File: src/psgb_isqrt.sv
`timescale 1ns / 1ps

module psgb_isqrt #(
    parameter int W  = 64,
    parameter int PW = 1
) (
    input  logic            i_clk,
    input  logic            i_rst_n,
    input  logic            i_en,
    input  logic            i_vld,
    input  logic [W-1:0]    i_n,
    input  logic [PW-1:0]   i_pay,
    output logic            o_vld,
    output logic [W/2-1:0]  o_root,
    output logic [PW-1:0]   o_pay
);
    localparam int S = W / 2;

    // One root bit per stage, restoring method.
    logic          r_vld  [S];
    logic [W-1:0]  r_n    [S];
    logic [S:0]    r_rem  [S];
    logic [S-1:0]  r_root [S];
    logic [PW-1:0] r_pay  [S];

    genvar k;
    generate
        for (k = 0; k < S; k++) begin : g_stage
            logic          vi;
            logic [W-1:0]  ni;
            logic [S:0]    remi;
            logic [S-1:0]  rooti;
            logic [PW-1:0] payi;
            logic [S+2:0]  rem_sh;
            logic [S+2:0]  trial;
            logic [S+2:0]  diff;
            logic          ge;
            logic [S:0]    n_rem;
            logic [S-1:0]  n_root;

            if (k == 0) begin : g_first
                assign vi    = i_vld;
                assign ni    = i_n;
                assign remi  = '0;
                assign rooti = '0;
                assign payi  = i_pay;
            end else begin : g_next
                assign vi    = r_vld[k-1];
                assign ni    = r_n[k-1];
                assign remi  = r_rem[k-1];
                assign rooti = r_root[k-1];
                assign payi  = r_pay[k-1];
            end

            assign rem_sh = {remi, ni[W-1:W-2]};
            assign trial  = {1'b0, rooti, 2'b01};
            assign diff   = rem_sh - trial;
            assign ge     = (rem_sh >= trial);
            assign n_rem  = ge ? diff[S:0] : rem_sh[S:0];
            assign n_root = {rooti[S-2:0], ge};

            always_ff @(posedge i_clk) begin
                if (!i_rst_n) begin
                    r_vld[k] <= 1'b0;
                end else if (i_en) begin
                    r_vld[k] <= vi;
                end
            end

            always_ff @(posedge i_clk) begin
                if (i_en) begin
                    r_n[k]    <= {ni[W-3:0], 2'b00};
                    r_rem[k]  <= n_rem;
                    r_root[k] <= n_root;
                    r_pay[k]  <= payi;
                end
            end
        end
    endgenerate

    assign o_vld  = r_vld[S-1];
    assign o_root = r_root[S-1];
    assign o_pay  = r_pay[S-1];

endmodule

File: config.mk
export PLATFORM = sky130hd
export DESIGN_NAME = psgb_isqrt
export DESIGN_NICKNAME = d
export VERILOG_FILES = /design/src/psgb_isqrt.sv
export SDC_FILE = /design/constraint.sdc
export NUM_CORES = 2
export LEC_CHECK = 0
export BUFFER_PORTS_ARGS = -buffer_cell sky130_fd_sc_hd__buf_4
export CAP_MARGIN = 10
export CORE_ASPECT_RATIO = 0.75
export CORE_MARGIN = 4
export CORE_UTILIZATION = 57
export CTS_CLUSTER_SIZE = 8
export DETAILED_ROUTE_END_ITERATION = 12
export GPL_TIMING_DRIVEN = 0
export PLACE_DENSITY = 0.81
export SLEW_MARGIN = 20
export SYNTH_ARGS = -nofsm -noshare
export SYNTH_HDL_FRONTEND = slang
export SYNTH_MEMORY_MAX_BITS = 65536
export SYNTH_SLANG_ARGS = --single-unit
File: constraint.sdc
create_clock -name i_clk -period 3.7 [get_ports i_clk]
set_input_delay 0.185 -clock i_clk [delete_from_list [all_inputs] [get_ports i_clk]]
set_output_delay 0.185 -clock i_clk [all_outputs]
set_load 0.02 [all_outputs]
# Yosys cells after proc, flatten, opt, wreduce, memory -nomap -nowiden
# Memories as Yosys holds them, arrays and structs flattened.
# Cells that the tools add are included.
# word_totals
mem_count,5
ram_bits,4128
out_inout_bits,34
regBits,0
inputBits,69
elab_cells,170
# mem_list
name,depth,width,rd,rd_ports_with_merged_regs,wr,line,rtl
r_n,32,62,31,0,32,21,logic [W-1:0] r_n [S];
r_rem,32,33,31,0,32,22,logic [S:0] r_rem [S];
r_root,32,32,32,0,32,23,logic [S-1:0] r_root [S];
r_pay,32,1,32,0,32,24,logic [PW-1:0] r_pay [S];
r_vld,32,1,32,0,32,20,logic r_vld [S];
# classes
magnitude_cmp,32
addsub,32
bitwise_logic,32
n_mux,69
# ops
operator,count
$ge A35 B34 Y1,31
$mux W33,32
$sub A33 B33 Y33,31
$mux W1,37
$or A1 B1 Y1,32
$sub A2 B1 Y3 const B,1
$ge A2 B1 Y1 const B,1

# Logic depth before layout (Yosys ltp)
# depth
word_depth,4
mapped_depth,15

# Least setup slack after synthesis
# Ideal clock, no wire load.
# synth_path
path_type,register to register
startpoint,memory r_rem[1][377] (netlist bit)
endpoint,"memory r_rem[1][400] (netlist bit), data pin"
path_buffers,2
required_time_ps,3440
t_arrival_ps,3318
setup_time_ps,260
path_stages_with_launch,13
path_slack_ps,122
path_cell_list,edfxtp_1 -> ha_1 -> clkbuf_1 -> a21oi_1 -> o21ai_0 -> or4_1 -> a211oi_1 -> nor3_1 -> a22o_1 -> o21a_1 -> nor4_1 -> clkbuf_1 -> mux2_2
# synth_lines
item,line
start: declaration,22

==> impl_metrics.csv <==
group,metric,value,unit
power_and_ir_drop,total_leakage_power,0.0521,uW
min_path,min_path_type,"primary input to flip-flop",
clock_network,cts-root-buf,"clkbuf_16",
drt,route.final.wire_length,255,mm
sta,setup_viol,10,
floorplanning,rows,144,
sta,finalMaxSlewViolations,0,
drt,wl_per_cell,20.5,um
final_layout,utilization,66.2,%
drt,drt-initial-drc-count,8256,
global_routing,grt-ovfl-total,0,
synth,ys_types,89,
run,max_cap_violations,0,
synth,syn_inst,9018,
sta,setup_ws,-0.0407,ns
synth,yosysSeqAreaShare,65.2,%
power_and_ir_drop,irDropWorstVdd,0.448,mV
clock_network,cts.sinks,2559,
clock_network,cts.htree.levels,5,
floorplanning,die-area,214000,um2
sta,fin_crit_sh,101,%
global_routing,grt_max_degree,174,
floorplanning,die_w,533,um
synth,ys_seq_elements,2559,
synth,ys.flop_type,"edfxtp_1",
synth,ys.warnings.count,0,
sta,relSlewSlack,16.7,%
global_routing,antenna_found_initial,10,
drt,drc,0,
drt,drtAntennaViolNets,0,
synth,netlist_area,118000,um2
final_layout,syn_to_final_growth,15.4,%
critical_path,crit_arrival,4.29,ns
floorplanning,io_pins,103,
placed_design,io_buffers,102,
global_routing,grt_pass1_wl,396,mm
clock_network,clk_latency,0.86,ns
clock_network,cts_tree,"done",
final_layout,drive_above_1_share,11.2,%
drt,vias,74000,
synth,async_flop_share,0,%
placed_design,dp_slack,-1.43,ns
global_routing,busiest_layer,"met1",
critical_path,cp-start-kind,"flip-flop",
critical_path,critPathKind,"flip-flop to flip-flop",
clock_network,max-clock-path-buffers,4,
placed_design,place.gp.congestion,0.970,
sta,hold_viol,0,
critical_path,endpoint_kind,"flip-flop",
power_and_ir_drop,power.density,628,nW/um2
sta,worst_slew_pin_slew,1.24,ns
sta,rsz0062_at_grt,"true",
final_layout,fin_nets,10300,
status,status,"finished, violations left",
floorplanning,coreArea,205000,um2
floorplanning,die_h,402,um
global_routing,grtUsageMet1,35.4,%
drt,drt_first_pass_iters,6,
synth,syn_avg_cell_area,13.1,um2
synth,synth-edff-count,2558,
drt,via_per_inst,5.94,
placed_design,hpwlAfterDp,172,mm
global_routing,use_met3,4.55,%
global_routing,met2_usage,33.8,%
critical_path,cp_data_required_time,4.25,ns
clock_network,clk_transition_reported_paths,0.06,ns
critical_path,path_max_fanout,7,
global_routing,grt_usage,23.0,%
sta,clock-skew-final,0.0785,ns
sta,period_minus_slack,3.74,ns
status,violations,"negative setup slack",
global_routing,grt_pass1_vias,71600,
clock_network,cts_buffers,362,
synth,synth_fp_nets,9648,
floorplanning,initial_core_util,57.4,%
sta,max_freq,267,MHz
==> cell type report <==
type / instances / area (um2)
timing repair buffer: 333 / 3340
tap: 2701 / 3380
clock buffer: 380 / 9250
inverter: 691 / 2600
fill: 14300 / 69400
sequential: 2559 / 76800
buffer: 161 / 891
clock inverter: 17 / 339
multi-input combinational: 5597 / 39300
antenna: 1 / 2.50
==> cell usage in the layout, fill, tap and decap left out, types with 37 or more instances in the layout <==
cell and n:
edfxtp_1 2558, inv_1 678, nand2_1 632, ha_1 545, nor2_1 521, a21oi_1 493
o21ai_0 460, xnor2_1 394, xor2_1 385, clkbuf_16 372, a21o_1 220, nor3_1 214
buf_4 204, nand3_1 142, nand2b_1 123, dlygate4sd3_1 106, nand4_1 94, o21a_1 94
nor4_1 93, clkbuf_1 90, or3_1 88, nor2b_1 86, and3_1 73, mux2_2 73
or4_1 62, o31ai_1 55, o21bai_1 50, or2_2 48, a31oi_1 37
==> per-layer routing <==
metal,routed length (um),vias up
met3,20500,433
met1,119000,36100
met4,5330,2
met5,13,-
li1,-,34700
met2,110000,2801
==> stage by stage <==
stage / power [uW] / instances / hold slack (ns) / cell area [um2] / TNS [ns]
global route: 89500 / 12400 / 0.0116 / 136000 / -3.75
detailed placement: 55300 / 11800 / 0.364 / 122000 / -611.04
CTS: 85000 / 12400 / 0.000412 / 134000 / 0
finish: 85400 / 12400 / 0.0451 / 136000 / -0.191
global placement: 55900 / 11800 / 0.364 / 122000 / -
floorplan: 50200 / 9018 / 0.284 / 118000 / 0
==> report_power, final <==
| group | internal [uW] | total (uW) | switching, uW |
|---|---|---|---|
| combinational | 7350 | 17600 | 10300 |
| sequential | 36600 | 38900 | 2280 |
| clock | 17500 | 28800 | 11400 |
==> worst max-delay path, stage by stage (launching register included) <==
cell	delay [ns]
edfxtp_1	0.44
ha_4	0.31
o21ai_4	0.07
a211oi_4	0.31
o31a_1	0.22
o41a_1	0.25
a41o_1	0.35
a41oi_4	0.18
a2111oi_4	0.44
nand3b_1	0.34
buf_6	0.25
mux2_4	0.31
==> worst paths after layout <==
check	startpoint	to	slack, ns	cells after the start
min reg2reg	r_n[0][393]	r_n[0][457]	0.37	0
max reg2reg	r_rem[1][231]	r_rem[1][273]	-0.04	11
min	i_n[2]	r_n[0][2]	0.05	2
max	r_rem[1][231]	r_rem[1][273]	-0.04	11
==> flip-flops by register name (all words and copies together) (netlist names) <==
| name | cells |
|---|---|
| r_n | 992 |
| r_pay | 32 |
| r_rem | 975 |
| r_root | 528 |
| r_vld | 32 |
==> cells in the mapped netlist, drive strengths merged (93+ instances only) <==
cell type | number | area (um2)
nor4 | 115 | 734
nor3 | 238 | 1230
nand2 | 637 | 2390
xnor2 | 398 | 3490
nand2b | 126 | 791
a21o | 220 | 1650
nand3 | 149 | 751
clkbuf | 150 | 563
o21ai | 497 | 2490
o21a | 95 | 713
xor2 | 385 | 3370
inv | 689 | 2590
a21oi | 517 | 2590
edfxtp | 2558 | 76800
nand4 | 94 | 588
or3 | 93 | 587
nor2 | 542 | 2040
ha | 561 | 7020
==> timing repair <==
| item | in CTS | in global routing |
|---|---|---|
| buffers inserted | 36 | 62 |
| resized for setup | 233 | 283 |
| setup endpoints to repair | 761 | 771 |
| endpoints found under the hold margin | 217 | 0 |
| hold buffers | 110 | 0 |
| cloned | 2 | 4 |
| pin swaps | 27 | 72 |
==> cell families (layout without fill, tap and decap cells) <==
group                    count (synthesis)  after routing  synth area share, %
AO/OA/AOI/OAI                         1762           1762                 9.24
AND/OR/NAND/NOR                       2391           2391                 10.1
multiplexers                            99             99                0.928
XOR/XNOR                               783            783                 5.82
adder cells (fa/ha/maj)                561            561                 5.96
flip-flops                            2559           2559                 65.2
other                                    1              2              0.00318
buffers and inverters                  862           1582                 2.75
Note: power is estimated with default switching activity, not from simulation.
